**src/hw/rtl/krev_pkg.sv**
```systemverilog
// Shared types and constants for the k-group reverse unit.
// No dependencies; imported by k_group_reverse_unit.
package krev_pkg;

	// Depth of the group buffer and the width of its address.
	localparam int MAX_GROUP = 16;
	localparam int ADDR_W    = $clog2(MAX_GROUP);
	localparam int CNT_W     = ADDR_W + 1;

	// Width of the group size register and its value after reset.
	localparam int           SIZE_W     = 5;
	localparam logic [SIZE_W-1:0] SIZE_RESET = SIZE_W'(2);

	// One input word: a list element and the end-of-list flag.
	typedef struct packed {
		logic signed [31:0] value;
		logic               end_of_list;
	} krev_in_t;

	// One output word: a reordered element with its run and list flags.
	typedef struct packed {
		logic signed [31:0] value_res;
		logic               run_last;
		logic               list_end;
	} krev_out_t;

	// Sequencer states, one-hot.
	typedef enum logic [2:0] {
		S_IDLE = 3'b001,
		S_RD   = 3'b010,
		S_OUT  = 3'b100
	} krev_state_t;

endpackage

```
**src/hw/rtl/k_group_reverse_unit.sv**
```systemverilog
// Top level of the k-group reverse unit: group buffer memory and run sequencer.
// Depends on krev_pkg for the word types, buffer depth and state encoding.
//
// The unit takes list elements into a 16-entry group buffer. An element that
// completes nothing is taken while the unit stays idle, and the next word is
// accepted in the cycle after. When an element fills a group (group_size
// elements held) the held elements leave newest first; when an element
// carries end_of_list before a group is full, the held elements leave in
// arrival order. For each word of such a run the unit makes one read of the
// single buffer port followed by a load of the output register, and the load
// waits while the sink holds out_ready low. No input word is accepted
// while a run is being read out; the last word of a run may still wait in the
// output register while the next input word is taken. A group_size of 0 acts
// as 1 and sizes above 16 act as 16. Write group_size only while idle.
module k_group_reverse_unit (
	input  logic                          clk,
	input  logic                          arst_n,
	input  logic                          cfg_valid,
	output logic                          cfg_ready,
	input  logic [krev_pkg::SIZE_W-1:0]   cfg_data,
	input  logic                          in_valid,
	output logic                          in_ready,
	input  krev_pkg::krev_in_t            in_data,
	output logic                          out_valid,
	input  logic                          out_ready,
	output krev_pkg::krev_out_t           out_data
);
	import krev_pkg::*;

	logic [31:0]        mem [MAX_GROUP];
	logic [31:0]        rd_q;

	krev_state_t        state_q;
	logic [SIZE_W-1:0]  size_q;
	logic [CNT_W-1:0]   fill_q;
	logic [CNT_W-1:0]   n_q;
	logic [ADDR_W-1:0]  k_q;
	logic               rev_q;
	logic               last_q;
	logic               out_valid_q;
	krev_out_t          out_q;

	logic [CNT_W-1:0]   eff_size;
	logic [ADDR_W-1:0]  wr_idx;
	logic [CNT_W-1:0]   next_fill;
	logic               in_fire;
	logic               emit;
	logic               full_group;
	logic [CNT_W-1:0]   n_m1;
	logic [CNT_W-1:0]   rev_idx;
	logic [ADDR_W-1:0]  rd_addr;
	logic               tail;
	logic               out_free;

	// Clamp the group size to 1..MAX_GROUP.
	always_comb begin
		if (size_q == '0) begin
			eff_size = CNT_W'(1);
		end else if (CNT_W'(size_q) > CNT_W'(MAX_GROUP)) begin
			eff_size = CNT_W'(MAX_GROUP);
		end else begin
			eff_size = CNT_W'(size_q);
		end
	end

	// Decide where the new word goes and whether it releases a run.
	assign in_ready   = (state_q == S_IDLE);
	assign in_fire    = in_valid && in_ready;
	assign wr_idx     = (fill_q >= CNT_W'(MAX_GROUP)) ? '0 : fill_q[ADDR_W-1:0];
	assign next_fill  = CNT_W'(wr_idx) + CNT_W'(1);
	assign full_group = (next_fill >= eff_size);
	assign emit       = full_group || in_data.end_of_list;

	// Address of the k-th word of the run.
	assign n_m1    = n_q - CNT_W'(1);
	assign rev_idx = n_m1 - CNT_W'(k_q);
	assign rd_addr = rev_q ? rev_idx[ADDR_W-1:0] : k_q;
	assign tail    = (CNT_W'(k_q) == n_m1);

	assign out_free  = !out_valid_q || out_ready;
	assign cfg_ready = 1'b1;
	assign out_valid = out_valid_q;
	assign out_data  = out_q;

	// Group buffer: write on accept, registered read while draining.
	always_ff @(posedge clk) begin
		if (in_fire) begin
			mem[wr_idx] <= in_data.value;
		end
		if (state_q == S_RD) begin
			rd_q <= mem[rd_addr];
		end
	end

	// Load the output register from the buffer read.
	always_ff @(posedge clk) begin
		if (state_q == S_OUT && out_free) begin
			out_q.value_res <= rd_q;
			out_q.run_last  <= tail;
			out_q.list_end  <= tail && last_q;
		end
	end

	// Sequence accept, read and output of each run.
	always_ff @(posedge clk or negedge arst_n) begin
		if (!arst_n) begin
			state_q     <= S_IDLE;
			size_q      <= SIZE_RESET;
			fill_q      <= '0;
			n_q         <= '0;
			k_q         <= '0;
			rev_q       <= 1'b0;
			last_q      <= 1'b0;
			out_valid_q <= 1'b0;
		end else begin
			if (cfg_valid && cfg_ready) begin
				size_q <= cfg_data;
			end
			// Raise valid when a word is loaded, drop it once taken
			if (state_q == S_OUT && out_free) begin
				out_valid_q <= 1'b1;
			end else if (out_ready) begin
				out_valid_q <= 1'b0;
			end
			case (state_q)
				S_IDLE: begin
					if (in_fire) begin
						if (emit) begin
							n_q     <= next_fill;
							rev_q   <= full_group;
							last_q  <= in_data.end_of_list;
							k_q     <= '0;
							fill_q  <= '0;
							state_q <= S_RD;
						end else begin
							fill_q <= next_fill;
						end
					end
				end
				S_RD: begin
					state_q <= S_OUT;
				end
				S_OUT: begin
					if (out_free) begin
						if (tail) begin
							state_q <= S_IDLE;
						end else begin
							k_q     <= k_q + ADDR_W'(1);
							state_q <= S_RD;
						end
					end
				end
				default: begin
					state_q <= S_IDLE;
				end
			endcase
		end
	end

endmodule

```
**config.mk**
```make
export PLATFORM = sky130hd
export DESIGN_NAME = k_group_reverse_unit
export DESIGN_NICKNAME = d
export VERILOG_FILES = /design/src/hw/rtl/krev_pkg.sv /design/src/hw/rtl/k_group_reverse_unit.sv
export SDC_FILE = /design/constraint.sdc
export NUM_CORES = 1
export LEC_CHECK = 0
export CAP_MARGIN = 10
export CORE_MARGIN = 4
export CORE_UTILIZATION = 60
export DETAILED_ROUTE_END_ITERATION = 8
export DONT_BUFFER_PORTS = 1
export GPL_TIMING_DRIVEN = 1
export HOLD_SLACK_MARGIN = 0.06
export PLACE_DENSITY_LB_ADDON = 0.3
export SYNTH_ARGS = -nofsm -noshare
export SYNTH_HDL_FRONTEND = slang
export SYNTH_SLANG_ARGS = --single-unit
```
**constraint.sdc**
```tcl
create_clock -name clk -period 5.6 [get_ports clk]
set_input_delay 0.56 -clock clk [delete_from_list [all_inputs] [get_ports clk]]
set_output_delay 0.56 -clock clk [all_outputs]
set_load 0.01 [all_outputs]
```
==> results of run 1 <==
[area by class of cell]
| type | instances | share of cell area (%) |
|---|---|---|
| clock buffer | 72 | 5.790 |
| clock inverter | 30 | 0.6603 |
| inverter | 11 | 0.1568 |
| multi-input combinational | 689 | 20.65 |
| sequential | 603 | 68.28 |
| tap | 525 | 2.494 |
| timing repair buffer | 56 | 1.967 |
[timing repair]
action                     4_1_cts  5_1_grt
hold buffers                    35        0
setup endpoints to repair        0        0
hold endpoints to repair       538        0
[metrics by stage]
stage	instance area [um2]	util, %	worst slack (ns)	std cells	total power, mW
after floorplan	24020	-	0.3446	1406	8.160
after global placement	24280	61.25	1.823	1849	8.848
after detailed placement	24280	61.25	1.651	1849	8.979
after CTS	26340	66.45	1.630	1986	12.57
after global routing	26340	66.45	1.264	1986	13.06
final	26340	66.45	1.551	1986	12.53
[placed cells by master, fill, tap and decap left out, types with 21 or more instances in the layout]
cell,count
buf_4,21
dlygate4sd3_1,34
and3_1,195
a2111oi_0,54
dfrtp_1,23
edfxtp_1,578
mux2_2,24
a211oi_1,192
mux2i_1,65
clkbuf_16,59
[logic make-up (layout without fill, tap and decap cells)]
logic type | after synthesis | after routing | synth area share, %
compound gates | 287 | 287 | 9.596
mux | 106 | 106 | 4.642
other cells | 1 | 1 | 0.01561
flops | 603 | 603 | 74.88
simple gates | 271 | 271 | 6.856
buf+inv | 114 | 169 | 2.808
xor+xnor | 9 | 9 | 0.3907
fa+ha+maj | 15 | 15 | 0.8127
[final timing paths]
check,endpoint,cells past startpoint,from
hold reg to reg,out_data[26],0,rd_q[24]
hold / removal,size_q[4],2,cfg_valid
setup reg to reg,rd_q[7],8,k_q[0]
setup / recovery,rd_q[7],8,k_q[0]
max in group asynchronous,state_q[0],2,arst_n
min in group asynchronous,size_q[3],2,arst_n
[worst max-delay path, cell delays in order, from the launching register on]
cell and delay, ns:
dfrtp_1 0.56, ha_1 0.27, fa_1 0.46, nand2_2 0.12
buf_4 0.71, o32a_2 1.02, a211oi_1 0.11, a2111oi_0 0.44
mux2_1 0.21
[flip-flops by register name, summed over array words and instances, names as in the netlist]
name,cells
n_q,5
out_valid,1
mem,512
state_q,3
k_q,4
fill_q,5
rev_q,1
out_data,34
size_q,5
last_q,1
rd_q,32
[per-layer routing]
metal	wire (um)	vias to the layer above
li1	-	5775
met1	21850	6655
met4	1540	0
met5	0	-
met2	24910	522
met3	3310	107
[where the power goes]
part | internal, mW | switching (mW)
registers | 5.33 | 0.108
logic | 1.25 | 2.28
clock network | 1.96 | 1.60
==> impl_results.md, run 1 <==
- Outcome: completed
- Inserted Diodes: 0
- Crit. End Element: register
- Final min period: 4.049 ns
- Largest net degree at the start of global routing: 120
- Most frequent cells after synthesis: 578 x edfxtp_1, 195 x and3_1, 192 x a211oi_1
- Clk pin slew, worst setup/hold paths: 0.06 ns
- Global-route wire length before repair: 78.53 mm
- Dominant cells by area after synthesis: edfxtp_1 72%, a211oi_1 6.0%, and3_1 5.1%, mux2i_1 2.7%, dfrtp_1 2.4%
- Longest Clk Path Bufs: 3
- Total GRT Usage: 23.38%
- Residual DRC: 0
- Met2 Use GR: 37.28%
- Vias: 13060
- Drt via density: 6.576
- Synth Flop Type: edfxtp_1
- Mapped Nets: 1464
- Most Crowded Layer GR: met2
- Clock buffer count from CTS: 57
- Critical setup path kind: reg -> reg
- Port-buffer cells: 0
- Antenna viol nets, final: 0
- Iter 0 DRT Violations: 1328
- Maximum vdd drop: 0.5093 mV
- Min Hold Slack: 0.09267 ns
- Leak: 9.129 nW
- DP HPWL: 26.22 mm
- Die height: 208.1 um
- R2r setup slk: 1.55 ns
- Final Hold Fails: 0
- Core region area: 0.03964 mm2
- Syn avg cell area: 17.08 um2
- # IOs: 80
- Synthesis-stage register bit count: 603
- Area grow syn2layout: 9.669%
- Yosys top cell area share: 72.27%
- Max Freq: 0.2470 GHz
- Initial antenna violation count: 0
- Arrival time worst endpoint: 4.52 ns
- Netlist cell types: 55
- Worst slew margin: 22.33%
- Post-synth EDFFs: 578
- Synthesized area: 0.02402 mm2
- Sequential cell area fraction in the yosys report: 74.88%
- Register area: 0.01798 mm2
- FFs w/ async S/R, synth: 4.146%
- Worst Skew: 0.01450 ns
- Warnings, synthesis: 0
- Share of cells above drive strength 1: 11.91%
- Power Density: 475.8 mW/mm2
- Die Area: 0.04330 mm2
- Final setup fails: 0
- Vias in the first global route: 13020
- Period utilization: 72.30%
- Sink Count: 603
- Num rows: 73
- CTS HTree Levels: 2
- Setup TNS: 0 ns
- Max Cap Violations: 0
- Max FO, Critical Path: 98
- Slew Limit Fails: 0
- CP Launch Type: register
- Met3 Usage GRT: 3.694%
- Worst Hold Class: in -> reg
- Post_cts resized: 0
- Gr ovfl total: 0
- Met1 usage: 33.61%
- Clk Latency, worst-skew pair: 0.60 ns
- Synth Instances: 1406
- Routability cong.: 0.7761
- Root Driver: clkbuf_16
- First-pass DRT Iterations: 5
- RSZ-0062 raised after global routing: no
- Final net count: 1476
- Most common cell in the netlist: edfxtp_1
- Drt wl/cell: 25.99 um
- Die outline width: 208.1 um
- Multi-input gate area: 0.005440 mm2
- Starting density of the core: 60.59%
- # fillers: 2640
- Synth area leader: edfxtp_1
- Post-CTS Setup Inserts: 0
- CTS tree: built
- Worst path required time: 6.07 ns
- Tightest Pin Transition: 1.165 ns
- Drt total wl: 51.61 mm
Note: power is estimated with default switching activity, not from simulation.
==> run 2: changes to the inputs <==
--- a/config.mk
+++ b/config.mk
@@ -5,6 +5,7 @@
 export SDC_FILE = /design/constraint.sdc
 export NUM_CORES = 1
 export LEC_CHECK = 0
+export ABC_AREA = 1
 export CAP_MARGIN = 10
 export CORE_MARGIN = 4
 export CORE_UTILIZATION = 60
==> constraint.sdc (replaced) <==
create_clock -name clk -period 4.2 [get_ports clk]
set_input_delay 0.42 -clock clk [delete_from_list [all_inputs] [get_ports clk]]
set_output_delay 0.42 -clock clk [all_outputs]
set_load 0.01 [all_outputs]
==> run 2 against run 1 <==
Sequential power rose by 35%. Sequential share of layout area fell by 3.6 points. Register-to-register slack got worse by 0.54 ns. Core utilization grew 1.5 points. Area after synthesis grew 3.7%. Highest routed layer is now met5.
==> impl_results.md, run 2 <==
- Largest net degree at the start of global routing: 166 (+38%)
- Num rows: 74 (+1.4%)
- Arrival time worst endpoint: 3.39 ns (-1.13 ns)
- Clk pin slew, worst setup/hold paths: 0.06 ns (about the same)
- Final setup fails: 0 (unchanged)
- Crit-path leading delay family: simple AND/OR/NAND/NOR gates
- Post-layout util: 67.99% (+1.5 points)
- Syn avg cell area: 11.71 um2 (-31%)
- Total GRT Usage: 23.79% (+0.41 points)
- Die height: 211.8 um (+1.8%)
- Most common cell in the netlist: nand2_1
- Netlist cell types: 30 (-45%)
- Synth Flop Type: edfxtp_1
- Setup TNS: 0 ns (unchanged)
- Die Area: 0.04485 mm2 (+3.6%)
- Most flops, register: mem
- Post_cts resized: 0 (unchanged)
- Final Hold Fails: 0 (unchanged)
- CP peak stage delay: 0.98 ns (-0.04 ns)
- Antenna viol nets, final: 0 (unchanged)
- Final net count: 2213 (+50%)
- Synth Instances: 2127 (+51%)
- Maximum vdd drop: 0.5614 mV (+10%)
- Max Cap Violations: 0 (unchanged)
- Period utilization: 75.86% (+3.6 points)
- Mapped Nets: 2185 (+49%)
- Final min period: 3.186 ns (-0.8628 ns)
- Worst slew margin: 22.04% (-0.29 points)
- CP Launch Type: register
- Root Driver: clkbuf_16
- Leak: 10.64 nW (+17%)
- Drt total wl: 52.92 mm (+2.5%)
- Synthesis-stage register bit count: 603 (unchanged)
- Gr ovfl total: 0 (unchanged)
- Worst setup startpoint: state_q[0]
- Worst slack, placed: 1.005 ns (-0.6462 ns)
- Commonest non-fill, non-tap cells in the layout: 623 x nand2_1, 578 x edfxtp_1, 275 x nor2_1, 170 x inv_1, 128 x o211ai_1
- CTS tree: built
- Synth area leader: edfxtp_1
- RSZ-0062 raised after global routing: no
- Commonest non-fill, non-tap cell in the layout: nand2_1
- Sequential cell area fraction in the yosys report: 72.19% (-2.7 points)
- Share of cells above drive strength 1: 6.809% (-5.1 points)
- Worst-path cell chain: inv_2 > nor3_4 > inv_1 > nor2_2 > nand2_1 > nor2_4
- Worst path required time: 4.41 ns (-1.66 ns)
- Worst setup margin: 1.014 ns (-0.5372 ns)
- Synthesized area: 0.02491 mm2 (+3.7%)
- Post-synth EDFFs: 578 (unchanged)
- Worst hold start: in_data[0]
- # IOs: 80 (unchanged)
- Initial antenna violation count: 2 (+2)
- Starting density of the core: 60.88% (+0.29 points)
- Reg2Reg Launch Point: state_q[0]
- Max Freq: 0.3139 GHz (+27%)
- Longest Clk Path Bufs: 3 (unchanged)
- Outcome: completed
- Worst Hold Class: in -> reg
- Max reg flops: 512 (unchanged)
- Drt wl/cell: 19.34 um (-26%)
- Worst Path Buf+Inv: 2 (+1)
- Die outline width: 211.8 um (+1.8%)
- Tightest Pin Transition: 1.167 ns (+0.001579 ns)
- Warnings, synthesis: 0 (unchanged)
- DP HPWL: 28.47 mm (+8.6%)
- Core region area: 0.04092 mm2 (+3.2%)
- Vias in the first global route: 14850 (+14%)
- Yosys top cell area share: 69.67% (-2.6 points)
- CTS HTree Levels: 2 (unchanged)
- Sink Count: 603 (unchanged)
- Max FO, Critical Path: 32 (-67%)
- Power Density: 696.9 mW/mm2 (+46%)
- Clock buffer count from CTS: 59 (+3.5%)
- Residual DRC: 0 (unchanged)
- Crit-path slowest cell: nor2_4
- Post-CTS Setup Inserts: 0 (unchanged)
- Clk Latency, worst-skew pair: 0.60 ns (about the same)
- Worst Skew: 0.01485 ns (+0.0003523 ns)
- First-pass DRT Iterations: 6 (+1)
- Crit. End Element: register
- Drt via density: 5.595 (-15%)
- Vias: 15310 (+17%)
- Most frequent cells after synthesis: 623 x nand2_1, 578 x edfxtp_1, 291 x nor2_1
- Iter 0 DRT Violations: 1494 (+13%)
- Area grow syn2layout: 11.68%
- Critical setup path kind: reg -> reg
- Port-buffer cells: 0 (unchanged)
- FFs w/ async S/R, synth: 4.146% (unchanged)
- Slew Limit Fails: 0 (unchanged)
- Dominant cells by area after synthesis: edfxtp_1 70%, nand2_1 9.4%, nor2_1 4.4%, o211ai_1 3.9%, inv_1 2.6%
- Global-route wire length before repair: 82.32 mm (+4.8%)
- Routability cong.: 0.8082 (+4.1%)
## run 2: path summary, 6_finish.rpt
kind	to	slack (ns)	depth (start not counted)
setup / recovery	mem[0][3]	1.01	6
hold / removal	fill_q[4]	0.15	3
setup reg to reg	mem[0][3]	1.01	6
hold reg to reg	out_data[2]	0.41	0
max in group asynchronous	state_q[0]	3.54	2
min in group asynchronous	size_q[2]	0.17	1
## run 2: where the power goes
part           switching, mW  internal [mW]  total (mW)
clock                   2.16           3.06        5.21
combinational           4.74           2.07        6.81
sequential             0.178           7.19        7.37
total                   7.07           12.3        19.4
## run 2: cells by family after synthesis
family                     after synthesis  synth area share [%]
and+or+nand+nor                        935                 14.28
DFF                                    603                 72.19
AOI/OAI and AO/OA                      284                 7.071
buffers and inverters                  284                 5.489
adders and majority gates               15                0.7835
xor gates and xnor gates                 5                0.1758
other                                    1               0.01505
## run 2: layout make-up
| class | count | area [um2] |
|---|---|---|
| fillers | 2799 | 13100 |
| flip-flops and latches | 603 | 17980 |
| clock inverters | 39 | 389.1 |
| well taps | 532 | 665.6 |
| inverters | 176 | 668.1 |
| diodes | 1 | 2.502 |
| repair buffers | 75 | 892.1 |
| multi-input cells | 1240 | 5703 |
| clock buffers | 70 | 1518 |
## run 2: worst min-delay path, cell delays in order
cell,delay (ns)
nor2_1,0.10
nand2_1,0.09
o21ai_0,0.07
## run 2: routing by layer
metal	share of wire (%)	GRT usage, %	wire [um]
met5	0.015	0	8
met4	2.6	7.597	1350
met3	6.6	3.557	3471
met2	51	40.68	26780
met1	40	31.90	21300
## run 2: repair_timing
item                       4_1_cts  5_1_grt
setup endpoints to repair        0        0
hold endpoints to repair       546        0
hold buffers                    42        0
## run 2: per-stage QoR
| step | hold WS (ns) | total power, mW | area (um2) | instances |
|---|---|---|---|---|
| global route | 0.1461 | 20.67 | 27820 | 2736 |
| detailed placement | 0.1254 | 14.13 | 25470 | 2583 |
| CTS | 0.1024 | 19.46 | 27790 | 2734 |
| floorplan | 0.1244 | 12.83 | 24910 | 2127 |
| finish | 0.1512 | 19.39 | 27820 | 2736 |
| global placement | 0.1251 | 13.93 | 25450 | 2582 |
==> run 3: changes to the inputs <==
--- a/config.mk
+++ b/config.mk
@@ -8,7 +8,7 @@
 export ABC_AREA = 1
 export CAP_MARGIN = 10
 export CORE_MARGIN = 4
-export CORE_UTILIZATION = 60
+export CORE_UTILIZATION = 57
 export DETAILED_ROUTE_END_ITERATION = 8
 export DONT_BUFFER_PORTS = 1
 export GPL_TIMING_DRIVEN = 1
==> constraint.sdc (replaced) <==
create_clock -name clk -period 2.7 [get_ports clk]
set_input_delay 0.27 -clock clk [delete_from_list [all_inputs] [get_ports clk]]
set_output_delay 0.27 -clock clk [all_outputs]
set_load 0.01 [all_outputs]
==> run 3 against run 2 <==
Critical path type unchanged. Clock power increased by 51%. Clock skew increased by 0.0018 ns. Fmax increased by 23%. Sequential share of layout area decreased by 1.6 points. Total power increased by 61%. Cell count increased by 4.1%. Critical path depth increased by 7. Worst hold slack got worse by 0.058 ns. Combinational power increased by 76%.
==> impl_results.md, run 3 (same netlist as run 2, synthesis figures left out) <==
- Worst Skew: 0.01670 ns (+0.001846 ns)
- Worst Path Buf+Inv: 3 (+1)
- Starting density of the core: 57.71% (-3.2 points)
- Largest net degree at the start of global routing: 53 (-68%)
- Sw power: 11.42 mW (+62%)
- Worst path required time: 3.03 ns (-1.38 ns)
- Leak: 10.96 nW (+3.1%)
- Residual DRC: 0 (unchanged)
- Sink Count: 603 (unchanged)
- Iter 0 DRT Violations: 1691 (+13%)
- Crit-path slowest cell: fa_1
- Power Density: 1098 mW/mm2 (+58%)
- CP peak stage delay: 0.49 ns (-0.49 ns)
- Slew Limit Fails: 0 (unchanged)
- Clk pin slew, worst setup/hold paths: 0.07 ns (about the same)
- Most flops, register: mem
- Global-route wire length before repair: 86.97 mm (+5.6%)
- Seq pwr share: 36.5% (-1.5 points)
- Drt wl/cell: 20.02 um (+3.5%)
- CTS tree: built
- Longest Clk Path Bufs: 3 (unchanged)
- Period utilization: 95.67% (+20 points)
- Final setup fails: 0 (unchanged)
- Max Cap Violations: 0 (unchanged)
- Drt via density: 5.527 (-1.2%)
- Routability cong.: 0.8096 (+0.17%)
- Final Hold Fails: 0 (unchanged)
- Die height: 217.1 um (+2.5%)
- First-pass DRT Iterations: 6 (unchanged)
- Total GRT Usage: 24.01% (+0.22 points)
- Max reg flops: 512 (unchanged)
- Drt total wl: 56.99 mm (+7.7%)
- Worst setup margin: 0.1169 ns (-0.8970 ns)
- Register area: 0.01798 mm2 (unchanged)
- Commonest non-fill, non-tap cells in the layout: 622 x nand2_1, 578 x edfxtp_1, 274 x nor2_1, 169 x inv_1, 128 x o211ai_1
- Die outline width: 217.1 um (+2.5%)
- RSZ-0062 raised after global routing: no
- Crit-path leading delay family: adder cells
- Vias: 15730 (+2.8%)
- Outcome: completed
- Multi-input gate area: 0.005734 mm2 (+0.55%)
- Comb pwr share: 38.3% (+3.2 points)
- Final net count: 2269 (+2.5%)
- Clock buffer count from CTS: 59 (unchanged)
- Max FO, Critical Path: 44 (+38%)
- # IOs: 80 (unchanged)
- Switching share of power: 36.49% (about the same)
- Share of cells above drive strength 1: 9.119% (+2.3 points)
- Worst-path cell chain: inv_2 > ha_4 > fa_1 > o21ai_2 > inv_6 > buf_12 > nor2_1 > o21ai_0 > nand2_1 > nand2_1 > nand2_1 > nand2_1 > nand2_1
- Crit. End Element: register
- Die Area: 0.04712 mm2 (+5.1%)
- Max Freq: 0.3871 GHz (+23%)
- Finished Layout Cells: 2847 (+4.1%)
- Worst slew margin: 58.42% (+36 points)
- Num rows: 76 (+2.7%)
- Tightest Pin Transition: 0.6213 ns (-0.5453 ns)
- DP HPWL: 30.75 mm (+8.0%)
- Root Driver: clkbuf_16
- CTS HTree Levels: 2 (unchanged)
- Antenna viol nets, final: 0 (unchanged)
- # fillers: 3124 (+12%)
- Commonest non-fill, non-tap cell in the layout: nand2_1
- Initial antenna violation count: 2 (unchanged)
- Worst Hold Class: in -> async
- Final min period: 2.583 ns (-0.6030 ns)
- CP dominant cell by count: nand2_1
- Clock share of power: 25.1% (-1.8 points)
- CP Launch Type: register
- Core region area: 0.04317 mm2 (+5.5%)
- Worst slack, placed: 0.04847 ns (-0.9568 ns)
- Internal: 19.88 mW (+61%)
- Gr ovfl total: 0 (unchanged)
- Arrival time worst endpoint: 2.91 ns (-0.48 ns)
- Placed cell count: 2690 (+4.1%)
- Vias in the first global route: 15140 (+1.9%)
- Port-buffer cells: 0 (unchanged)
- Maximum vdd drop: 0.6014 mV (+7.1%)
- Critical setup path kind: reg -> reg
- Area grow syn2layout: 14.42%
- Clk Latency, worst-skew pair: 0.61 ns (about the same)
-- run 3: timing repair --
| item | 4_1_cts | 5_1_grt |
|---|---|---|
| resized for setup | 0 | 11 |
| setup endpoints to repair | 0 | 42 |
| setup buffers | 0 | 0 |
| hold endpoints to repair | 556 | 0 |
| hold buffers | 43 | 0 |
-- run 3: area by class of cell --
cell class	count	area share [%]
Sequential cell	603	63.09
Multi-Input combinational cell	1240	20.12
Clock buffer	75	5.464
Timing Repair Buffer	131	5.412
Tap cell	585	2.568
Inverter	176	2.353
Clock inverter	34	0.9744
Antenna cell	3	0.02633
-- run 3: through the flow --
step	utilization [%]	power [mW]	area [um2]	hold WS [ns]	setup TNS, ns
final	66.03	31.30	28510	0.09342	0
after global routing	66.02	33.30	28500	0.09317	0
after CTS	65.79	31.22	28400	0.07741	0
after detailed placement	60.52	23.18	26130	-0.02464	0
after global placement	60.52	22.90	26130	-0.02418	0
after floorplan	-	19.95	24920	-0.02559	-194.89
-- run 3: final timing paths --
check | slack (ns) | from | depth (start not counted) | endpoint
max in group asynchronous | 2.37 | arst_n | 2 | state_q[0]
hold reg to reg | 0.42 | rd_q[27] | 0 | out_data[29]
hold / removal | 0.09 | arst_n | 2 | size_q[4]
setup reg to reg | 0.12 | n_q[0] | 13 | rd_q[1]
setup / recovery | 0.12 | n_q[0] | 13 | rd_q[1]
min in group clk | 0.13 | in_data[0] | 6 | state_q[1]
-- run 3: layer usage --
layer / global-route usage (%) / vias up / wire (um)
met5: 0 / - / 0
met4: 8.247 / 0 / 1744
met3: 3.533 / 127 / 4529
met2: 39.49 / 631 / 27270
met1: 33.39 / 7562 / 23440
li1: - / 7414 / -
-- run 3: power groups by stage --
stage	clock, mW	sequential, mW	combinational, mW
floorplan	0	11.6	8.40
global placement	0	11.6	11.3
detailed placement	0	11.6	11.5
CTS	7.98	11.4	11.8
global route	8.39	11.5	13.4
finish	7.86	11.4	12.0
